### src/rtl/core/oate_pkg.sv
// Shared types, field widths and codes of the ordered array table engine.
package oate_pkg;

  // Fixed widths of the transaction fields.
  localparam int MODE_W   = 3;
  localparam int POS_W    = 7;
  localparam int VALUE_W  = 32;
  localparam int STATUS_W = 2;
  localparam int FOUND_W  = 6;
  localparam int COUNT_W  = 7;

  // Width that holds any index or count for every supported depth.
  localparam int PTR_W  = 11;
  // Widest supported word.
  localparam int MAX_DW = 64;

  // The hit scanner looks at this many cells per cycle.
  localparam int LANES  = 8;
  localparam int LANE_W = 3;

  // Operation codes carried by the mode field.
  localparam logic [MODE_W-1:0] MODE_INSERT = 3'd0;
  localparam logic [MODE_W-1:0] MODE_DELETE = 3'd1;
  localparam logic [MODE_W-1:0] MODE_SEARCH = 3'd2;
  localparam logic [MODE_W-1:0] MODE_UPDATE = 3'd3;
  localparam logic [MODE_W-1:0] MODE_READ   = 3'd4;

  // Result status codes.
  localparam logic [STATUS_W-1:0] ST_OK       = 2'd0;
  localparam logic [STATUS_W-1:0] ST_INVALID  = 2'd1;
  localparam logic [STATUS_W-1:0] ST_FULL     = 2'd2;
  localparam logic [STATUS_W-1:0] ST_NOTFOUND = 2'd3;

  // Sequencer states.
  typedef enum logic [2:0] {
    S_IDLE = 3'b001,
    S_SCAN = 3'b010,
    S_WAIT = 3'b100
  } state_t;

  // Command broadcast to every cell of the chain.
  typedef struct packed {
    logic             shift_up;
    logic             shift_down;
    logic             write;
    logic             mark_en;
    logic             by_pos;
    logic [PTR_W-1:0] pos;
    logic [PTR_W-1:0] count;
  } cell_ctrl_t;

  // Status of the hit scanner toward the sequencer.
  typedef struct packed {
    logic             done;
    logic             hit;
    logic [PTR_W-1:0] index;
  } scan_res_t;

  // One result transaction.
  typedef struct packed {
    logic [STATUS_W-1:0]       status;
    logic [FOUND_W-1:0]        found;
    logic signed [VALUE_W-1:0] data;
    logic [COUNT_W-1:0]        count;
  } result_t;

endpackage

### src/rtl/core/oate_cell.sv
// One storage cell of the element chain with its own shift, write and compare logic.
module oate_cell #(
  parameter int DATA_WIDTH = 32,
  parameter int INDEX      = 0
) (
  input  logic                   clk,
  input  oate_pkg::cell_ctrl_t   ctrl,
  input  logic [DATA_WIDTH-1:0]  key,
  input  logic [DATA_WIDTH-1:0]  left_word,
  input  logic [DATA_WIDTH-1:0]  right_word,
  output logic [DATA_WIDTH-1:0]  word,
  output logic                   hit
);

  localparam logic [oate_pkg::PTR_W-1:0] IDX = oate_pkg::PTR_W'(INDEX);

  always_ff @(posedge clk) begin
    if (ctrl.shift_up && (IDX > ctrl.pos)) begin
      word <= left_word;
    end else if ((ctrl.shift_up || ctrl.write) && (IDX == ctrl.pos)) begin
      word <= key;
    end else if (ctrl.shift_down && (IDX >= ctrl.pos)) begin
      word <= right_word;
    end
  end

  // The hit flag marks either the addressed cell or a live cell that holds the key.
  always_ff @(posedge clk) begin
    if (ctrl.mark_en) begin
      hit <= ctrl.by_pos ? (IDX == ctrl.pos) : ((word == key) && (IDX < ctrl.count));
    end
  end

endmodule

### config.mk
export PLATFORM = sky130hd
export DESIGN_NAME = oate_cell
export DESIGN_NICKNAME = d
export VERILOG_FILES = /design/src/rtl/core/oate_pkg.sv /design/src/rtl/core/oate_cell.sv
export SDC_FILE = /design/constraint.sdc
export NUM_CORES = 1
export LEC_CHECK = 0
export BUFFER_PORTS_ARGS = -buffer_cell sky130_fd_sc_hd__buf_2
export CORE_ASPECT_RATIO = 0.9
export CORE_MARGIN = 2
export CORE_UTILIZATION = 30
export DETAILED_ROUTE_END_ITERATION = 8
export GPL_ROUTABILITY_DRIVEN = 0
export PLACE_DENSITY = 0.68
export SYNTH_ARGS = -nofsm -noshare
export SYNTH_HDL_FRONTEND = slang
export SYNTH_SLANG_ARGS = --single-unit
export TNS_END_PERCENT = 10
### constraint.sdc
create_clock -name clk -period 2.8 [get_ports clk]
set_input_delay 0.56 -clock clk [delete_from_list [all_inputs] [get_ports clk]]
set_output_delay 0.56 -clock clk [all_outputs]
set_load 0.05 [all_outputs]
# Yosys cells after proc, flatten, opt, wreduce, memory -nomap -nowiden
# Index checks and enable logic that the tools add are counted.
# totals
in_bits	124
regBits	33
word_cells	17
# classes
order_cmp	3
eq_ne	1
reduce_logical	7
muxes	4
# ops
cell	count
$mux W32	3
$eq A32 B32 Y1	1
$ge A1 B11 Y1 const A	1
$gt A1 B11 Y1 const A	1
$logic_not A11 Y1	1
$lt A1 B11 Y1 const A	1
$logic_and A1 B1 Y1	4
$reduce_bool A3 Y1	1
$logic_or A1 B1 Y1	1
$mux W1	1

# Depth between registers and ports, before layout
# Gate-level depths: netlist of run 1.
# depth
ltp_word	5
ltp_mapped	6
depth_no_buf	5

# Worst setup path before layout of run 1
# Ideal clock, no wire load.
# synth_timing
kind	input to register
startpoint	in ctrl[13] in the netlist's numbering
endpoint	reg word[0], enable pin
required_ns	2.406
slack_ns	0.383
setup_time_ns	0.394
path_stages	4
n_path_buf	0
t_arrival_ns	2.023
cell_sequence	nor4_1 nand2_1 nor4_4 o31a_1
# synth_between
elab_chain_len	3
word_cells_on_any_way	7
# synth_lines
item	line	rtl
start, declared	oate_cell.sv:7	input oate_pkg::cell_ctrl_t ctrl,
$gt A1 B11 Y1 (tied with other cells)	oate_cell.sv:18	if (ctrl.shift_up && (IDX > ctrl.pos)) begin
$logic_and A1 B1 Y1 (on tied branches)	oate_cell.sv:18, oate_cell.sv:20, oate_cell.sv:22	
$reduce_bool A3 Y1 (no source line) (*)	n/a	
end signal, assigned	oate_cell.sv:19	word <= left_word;
end signal, assigned	oate_cell.sv:21	word <= key;
end signal, assigned	oate_cell.sv:23	word <= right_word;
end, declared	oate_cell.sv:11	output logic [DATA_WIDTH-1:0] word,
# Every way passes the cells marked *; elsewhere a longest branch is shown, timed or not.
# A chain may end at the register's enable or synchronous reset.

# Worst setup path after layout of run 1
# layout_timing
startpoint	in ctrl[17] in the netlist's numbering
endpoint	reg word[20] (data pin)
# layout_between
elab_chain_len	4
word_cells_on_any_way	6
# layout_lines
item	line
parallel branches: the longest is 3 deep, another holds $gt A1 B11 Y1	n/a
$mux W32 (*)	oate_cell.sv:18
# Every way passes the cells marked *.

==> impl_metrics.toml, run 1 <==
[finish]
seqCellArea_um2 = 991
area_growth_pct = 44.0
final_nets = 376
nFillCells = 590
diodes = 0
drive_gt1_share_pct = 66.0
multiInputGateArea_um2 = 916
layoutNonFillerInstCount = 340
postLayoutCoreUtil_pct = 45.0

[detailed_routing]
num_vias = 1494
ant_nets = 0
drc_errors = 0
drt-vias-per-instance = 4.39
drtPass1Iterations = 4
drt_iter0_drc = 28
wl_mm = 4.62
wl_per_cell_um = 13.6

[cts]
cts_sinks = 33
cts_repair_resize_count = 0
cts-buffers-inserted = 5
ctsHoldBuffers = 0
cts_buffer_depth = 2
ctsHtreeMaxLevel = 2
cts_setup_buffers = 0
root_buffer = "clkbuf_8"
tritoncts = "yes"
cts.clk_slew.worst_paths_ns = 0.07
insertion_delay_ns = 0.28

[floorplan]
num_rows = 27
initial_core_util_pct = 31.2
core_um2 = 6180
die_width_um = 88.6
dieHeight_um = 80.1
ios = 157
dieArea_um2 = 7100

[critical_path]
cp_top_family = "simple AND/OR/NAND/NOR gates"
r2r_slack_ns = 0.96
critical_path_depth = 7
worstSetupStartpoint = "ctrl[17]"
worstPathArrival_ns = 2.20
cp-endpoint = "word[20]$_DFFE_PP_"
crit_type = "in -> reg"
r2r-start = "word[23]$_DFFE_PP_"
cp_cell_sequence = "buf_2 -> nor4_1 -> nand2_1 -> nor4_4 -> o21ai_4 -> buf_12 -> mux2_4"
end_kind = "flop"
cp_max_fo = 18
worstRegToRegCells = 5
cp.required_ns = 2.83
crit_buf_inv = 2
startpoint_type = "input port"
cpPeakStageDelay_ns = 0.30
reg2reg_to = "hit$_DFFE_PP_"
cp_slowest_cell = "mux2_4"

[run]
maxCapViolCount = 0

[pwr]
p_per_area_nw_per_um2 = 401
irDropWorstVdd_mv = 0.247
p_leak_nw = 1.28

[placed_design]
dp_cells = 332
io_buffer_count = 124
dpl.hpwl_mm = 3.62

[global_route]
grt_pass1_vias = 1469
grt-ovfl-total = 0
grt_usage_pct = 12.8
grt_pass1_wl_mm = 6.88
grt_max_degree = 33
antenna_found_initial = 0

[synth]
synth_nets = 246
synthCells = 122
avgSynthCellArea_um2 = 15.8
synth-seq-cells = 33
yosys.cell_types.count = 14
synth_warnings = 0
syn_area_um2 = 1930
ys_seq_area_share_pct = 51.3

[timing]
tightestPinTransition_ns = 0.744
slew_violations = 0
timing.final.crit_share_pct = 77.5
setup_viol = 0
setup_tns_ns = 0
fmax_ghz = 0.461
rsz0062_at_grt = "false"
finalHoldViolations = 0
holdWs_ns = 0.471
period_minus_slack_ns = 2.17
max_slew_margin_pct = 50.2
skew_ns = 0.00467

[worst_hold_path]
hold_path.class = "in -> reg"

[outcome]
outcome = "finished, final reports clean"
==> worst reg2reg max path, delay by kind of cell, from the launching register on <==
family          cells  cell delay [ns]
simple gates        3             0.96
flops               1             0.41
compound gates      1             0.20
xor+xnor            1             0.16
==> area by class of cell <==
type                       instances  share of cell area, %
tap                               87                   3.91
timing repair buffer             126                   23.7
clock buffer                       6                   2.61
sequential                        33                   35.6
multi-input combinational         86                   32.9
clock inverter                     2                   1.21
==> synthesized netlist by cell type <==
master | n | area share (%)
a32o_1 | 1 | 0.52
xnor2_1 | 12 | 5.4
buf_6 | 3 | 1.7
xor2_1 | 20 | 9.1
mux2_4 | 30 | 23
mux2_2 | 2 | 1.2
edfxtp_1 | 33 | 51
nand4_1 | 4 | 1.3
nor4_4 | 1 | 1.1
nand2_1 | 2 | 0.39
nor4_1 | 10 | 3.2
nor3_1 | 2 | 0.52
o21ai_2 | 1 | 0.45
o31a_1 | 1 | 0.45
==> cell families after synthesis <==
kind of cell | synth area share (%)
mux | 24.5
simple gates | 6.54
flops | 51.3
buf+inv | 1.75
xor+xnor | 14.5
compound gates | 1.43
==> sequential cells by signal, indices dropped and copies added, names as in the netlist <==
register  cells
word         32
hit           1
==> report_power, final <==
part	switching, mW	internal [mW]	leakage, nW
clock	0.172	0.263	0.0528
sequential	0.000314	0.544	0.297
combinational	0.0494	0.0888	0.932
total	0.222	0.895	1.28
==> placed cells by master, fill, tap and decap left out, drive strengths merged <==
cell type	n
o21ai	1
clkinv	1
nor3	2
xor2	20
o31a	1
a32o	1
mux2	32
nand4	4
nor4	11
edfxtp	33
xnor2	12
clkbuf	6
bufinv	1
nand2	2
buf	126
==> routing by layer <==
metal / share of wire (%) / vias to the layer above / GRT usage (%)
met5: 0 / - / 0
met4: 1.1 / 0 / 3.79
met3: 7.1 / 6 / 4.32
met2: 48 / 65 / 20.8
met1: 44 / 698 / 16.3
li1: - / 725 / -
==> metrics by stage <==
step                power (mW)  setup WS (ns)  cell area (um2)
floorplan                0.613          0.383             1930
detailed placement       0.694          0.320             2680
global route              1.17          0.473             2780
global placement         0.691          0.326             2680
CTS                       1.13          0.626             2780
finish                    1.12          0.630             2780
==> worst min path at each step <==
| stage | cells after the start | to | from |
|---|---|---|---|
| after floorplan | 0 | hit$_DFFE_PP_ | ctrl[23] |
| after global placement | 1 | hit$_DFFE_PP_ | ctrl[23] |
| after detailed placement | 1 | hit$_DFFE_PP_ | ctrl[23] |
| after CTS | 1 | hit$_DFFE_PP_ | ctrl[23] |
| after global routing | 1 | hit$_DFFE_PP_ | ctrl[23] |
| final | 1 | hit$_DFFE_PP_ | ctrl[23] |
(Power assumes the default switching activity.)
==> run 2: changes to the inputs <==
- clock period: 2.8 -> 2.3 ns (I/O delays scaled with it)
==> impl_metrics.toml, run 2 (synthesis results as in run 1) <==
[cts]
cts_repair_resize_count = 0
cts_sinks = 33
insertion_delay_ns = 0.28
ctsHtreeMaxLevel = 2
cts-buffers-inserted = 5
ctsHoldBuffers = 0
cts_setup_buffers = 0
cts.clk_slew.worst_paths_ns = 0.06
tritoncts = "yes"
root_buffer = "clkbuf_8"
cts_buffer_depth = 2

[floorplan]
dieHeight_um = 80.1
dieArea_um2 = 7100
initial_core_util_pct = 31.2
ios = 157
core_um2 = 6180
die_width_um = 88.6
num_rows = 27

[finish]
drive_gt1_share_pct = 66.4
area_growth_pct = 45.9
reg.largest.list = "word x32, hit x1"
postLayoutCoreUtil_pct = 45.6
diodes = 0
largest_reg_flops = 32
top_register = "word"
final_nets = 379
final_common_cell = "buf_2"
layout_common_cells = "124 x buf_2, 33 x edfxtp_1, 30 x mux2_4"

[run]
maxCapViolCount = 0

[timing]
skew_ns = 0.00385
tightestPinTransition_ns = 0.404
setup_tns_ns = 0
setup_viol = 0
max_slew_margin_pct = 72.8
finalWorstSetupSlack_ns = 0.482
holdWs_ns = 0.376
rsz0062_at_grt = "false"
fmax_ghz = 0.550
timing.final.crit_share_pct = 79.0
slew_violations = 0
finalHoldViolations = 0
period_minus_slack_ns = 1.82

[pwr]
p_sw_mw = 0.265
p_per_area_nw_per_um2 = 481
p_comb_share_pct = 12.4
seqPwrFrac_pct = 48.9
totalPowerFinal_mw = 1.35
switching_share_pct = 19.5
irDropWorstVdd_mv = 0.323
pwr-share-clk_pct = 38.7
power.internal_mw = 1.09
p_leak_nw = 1.30

[detailed_routing]
num_vias = 1483
drt-vias-per-instance = 4.32
ant_nets = 0
drt_iter0_drc = 40
drc_errors = 0
drtPass1Iterations = 4
wl_per_cell_um = 13.2
wl_mm = 4.53

[global_route]
antenna_found_initial = 0
grt_max_degree = 19
grt_pass1_vias = 1503
grt_usage_pct = 13.0
grt-ovfl-total = 0
grt_pass1_wl_mm = 6.88

[critical_path]
worstPathArrival_ns = 1.85
crit_type = "in -> reg"
end_kind = "flop"
cp_max_fo = 14
cp.required_ns = 2.33
startpoint_type = "input port"

[outcome]
outcome = "finished, final reports clean"

[placed_design]
io_buffer_count = 124
dpl.hpwl_mm = 3.71
post-place-ws_ns = 0.173

[worst_hold_path]
hold_path.class = "in -> reg"
-- run 2: cell count changes in the layout (fill, tap and decap cells not counted) --
cell	change
buf_12	+1
buf_4	+2
-- run 2: routing by layer --
layer | share of wire [%] | GRT usage, % | wire (um) | up-vias
met5 | 0 | 0 | 0 | -
met4 | 1.1 | 3.64 | 48 | 0
met3 | 8.8 | 5.24 | 399 | 6
li1 | - | - | - | 732
met1 | 43 | 15.6 | 1950 | 678
met2 | 47 | 21.5 | 2120 | 67
-- run 2: final timing paths --
check | startpoint | endpoint | slack, ns | cells after the start
setup / recovery | ctrl[17] | word[4]$_DFFE_PP_ | 0.48 | 7
hold / removal | ctrl[23] | hit$_DFFE_PP_ | 0.38 | 1
hold reg to reg | word[14]$_DFFE_PP_ | hit$_DFFE_PP_ | 0.93 | 4
setup reg to reg | word[23]$_DFFE_PP_ | hit$_DFFE_PP_ | 0.54 | 5
-- run 2: through the flow --
stage          cell area [um2]  cells
2_1_floorplan             1930    122
3_3_place_gp              2710    335
3_5_place_dp              2710    335
4_1_cts                   2820    343
5_1_grt                   2820    343
6_report                  2820    343
-- run 2: area by class of cell --
class / count / area [um2]
Fill cell: 602 / 3360
Sequential cell: 33 / 991
Multi-Input combinational cell: 86 / 916
Timing Repair Buffer: 129 / 696
Tap cell: 87 / 109
Clock buffer: 6 / 72.6
Clock inverter: 2 / 33.8
-- run 2: power groups by stage --
stage	sequential, mW	clock [mW]	combinational, mW
floorplan	0.680	0	0.0655
finish	0.663	0.524	0.168
global route	0.662	0.572	0.185
CTS	0.662	0.544	0.170
detailed placement	0.676	0	0.169
global placement	0.676	0	0.166
-- run 2: critical path: stages --
cell and delay, ns:
buf_2 0.09, nor4_1 0.27, nand2_1 0.12, nor4_4 0.22
o21ai_4 0.11, buf_4 0.23, mux2_4 0.32
==> run 3: changes to the inputs <==
- clock period: 2.3 -> 1.85 ns (I/O delays scaled with it)
==> impl_metrics.toml, run 3 (synthesis results as in run 1) <==
[outcome]
outcome = "finished, final reports clean"

[global_route]
grt_pass1_wl_mm = 7.33
grt_pass1_vias = 1560
grt_max_degree = 23
antenna_found_initial = 0
grt_usage_pct = 13.7
grt-ovfl-total = 0

[timing]
period_minus_slack_ns = 1.79
fmax_ghz = 0.558
setup_tns_ns = 0
holdWs_ns = 0.288
skew_ns = 0.00450
max_slew_margin_pct = 76.9
finalHoldViolations = 0
timing.final.crit_share_pct = 96.8
rsz0062_at_grt = "true"
tightestPinTransition_ns = 0.344
finalWorstSetupSlack_ns = 0.0584
setup_viol = 0
slew_violations = 0

[cts]
ctsHtreeMaxLevel = 2
tritoncts = "yes"
cts_setup_buffers = 0
root_buffer = "clkbuf_8"
cts_buffer_depth = 2
insertion_delay_ns = 0.28
cts.clk_slew.worst_paths_ns = 0.07
ctsHoldBuffers = 0
cts-buffers-inserted = 5
cts_sinks = 33

[finish]
diodes = 0
final_common_cell = "buf_2"
reg.largest.list = "word x32, hit x1"
area_growth_pct = 46.0
final_area_um2 = 2820
layout_common_cells = "124 x buf_2, 33 x edfxtp_1, 30 x mux2_4"
nFillCells = 600
largest_reg_flops = 32
top_register = "word"
final_nets = 380
drive_gt1_share_pct = 67.3

[floorplan]
dieArea_um2 = 7100
die_width_um = 88.6
ios = 157
dieHeight_um = 80.1
initial_core_util_pct = 31.2
core_um2 = 6180
num_rows = 27

[pwr]
power.internal_mw = 1.21
p_sw_mw = 0.340
p_leak_nw = 1.30
irDropWorstVdd_mv = 0.213
switching_share_pct = 21.9
p_per_area_nw_per_um2 = 550
pwr-share-clk_pct = 33.1
p_comb_share_pct = 13.9
totalPowerFinal_mw = 1.55
seqPwrFrac_pct = 53.1

[placed_design]
dpl.hpwl_mm = 3.84
place_area_um2 = 2730
post-place-ws_ns = -0.220
io_buffer_count = 124

[detailed_routing]
wl_mm = 4.82
drt-vias-per-instance = 4.36
wl_per_cell_um = 14.0
drt_iter0_drc = 35
drc_errors = 0
ant_nets = 0
num_vias = 1500
drtPass1Iterations = 2

[critical_path]
cp_slowest_cell = "edfxtp_1"
cpMostUsedCell = "nor4_2"
cp_max_fo = 2
crit_buf_inv = 1
cp_cell_sequence = "xor2_1 -> nor4_2 -> buf_4 -> nand4_1 -> nor4_2 -> a32o_1"
cpPeakStageDelay_ns = 0.42
cp.required_ns = 2.00
crit_type = "reg -> reg"
end_kind = "flop"
startpoint_type = "flop"
cp_top_family = "simple AND/OR/NAND/NOR gates"
worstPathArrival_ns = 1.94

[run]
maxCapViolCount = 0

[worst_hold_path]
hold_path.class = "in -> reg"
run 3: area by class of cell:
type | count | area, um2 | share of cell area (%)
timing repair buffer | 130 | 703 | 24.9
multi-input combinational | 86 | 936 | 33.2
clock buffer | 5 | 68.8 | 2.44
clock inverter | 3 | 12.5 | 0.444
sequential | 33 | 991 | 35.1
tap | 87 | 109 | 3.86
run 3: through the flow:
step	std cells	utilization (%)
after floorplan	122	-
after global placement	336	44.1
after detailed placement	336	44.1
after CTS	344	45.5
after global routing	344	45.6
final	344	45.6
run 3: path summary, 6_finish.rpt:
kind                       from  cells after the start            end  slack [ns]
max          word[16]$_DFFE_PP_                      6  hit$_DFFE_PP_        0.06
min reg2reg   word[7]$_DFFE_PP_                      3  hit$_DFFE_PP_        0.89
max reg2reg  word[16]$_DFFE_PP_                      6  hit$_DFFE_PP_        0.06
min                    ctrl[23]                      1  hit$_DFFE_PP_        0.29
run 3: worst reg2reg max path: cells and delay by family, from the launching register on:
family                 cells  cell delay, ns
buffers and inverters      1            0.16
AND/OR/NAND/NOR            3            0.72
AO/OA/AOI/OAI              1            0.19
XOR/XNOR                   1            0.18
flip-flops                 1            0.42
run 3: power groups by stage:
stage	clock network [mW]	logic, mW	registers (mW)
global route	0.566	0.235	0.823
detailed placement	0	0.215	0.840
CTS	0.544	0.217	0.823
floorplan	0	0.0815	0.846
global placement	0	0.207	0.840
finish	0.513	0.215	0.824
run 3: per-layer routing:
metal | global-route usage (%) | routed length [um] | up-vias
li1 | - | - | 734
met1 | 17.0 | 2120 | 697
met2 | 22.9 | 2370 | 63
met3 | 5.04 | 294 | 6
met4 | 2.73 | 38 | 0
met5 | 0 | 0 | -
run 3: repair_timing:
item | CTS | global route
endpoints found under the setup margin | 1 | 1
gates resized for setup | 1 | 1
pin swaps | 0 | 3
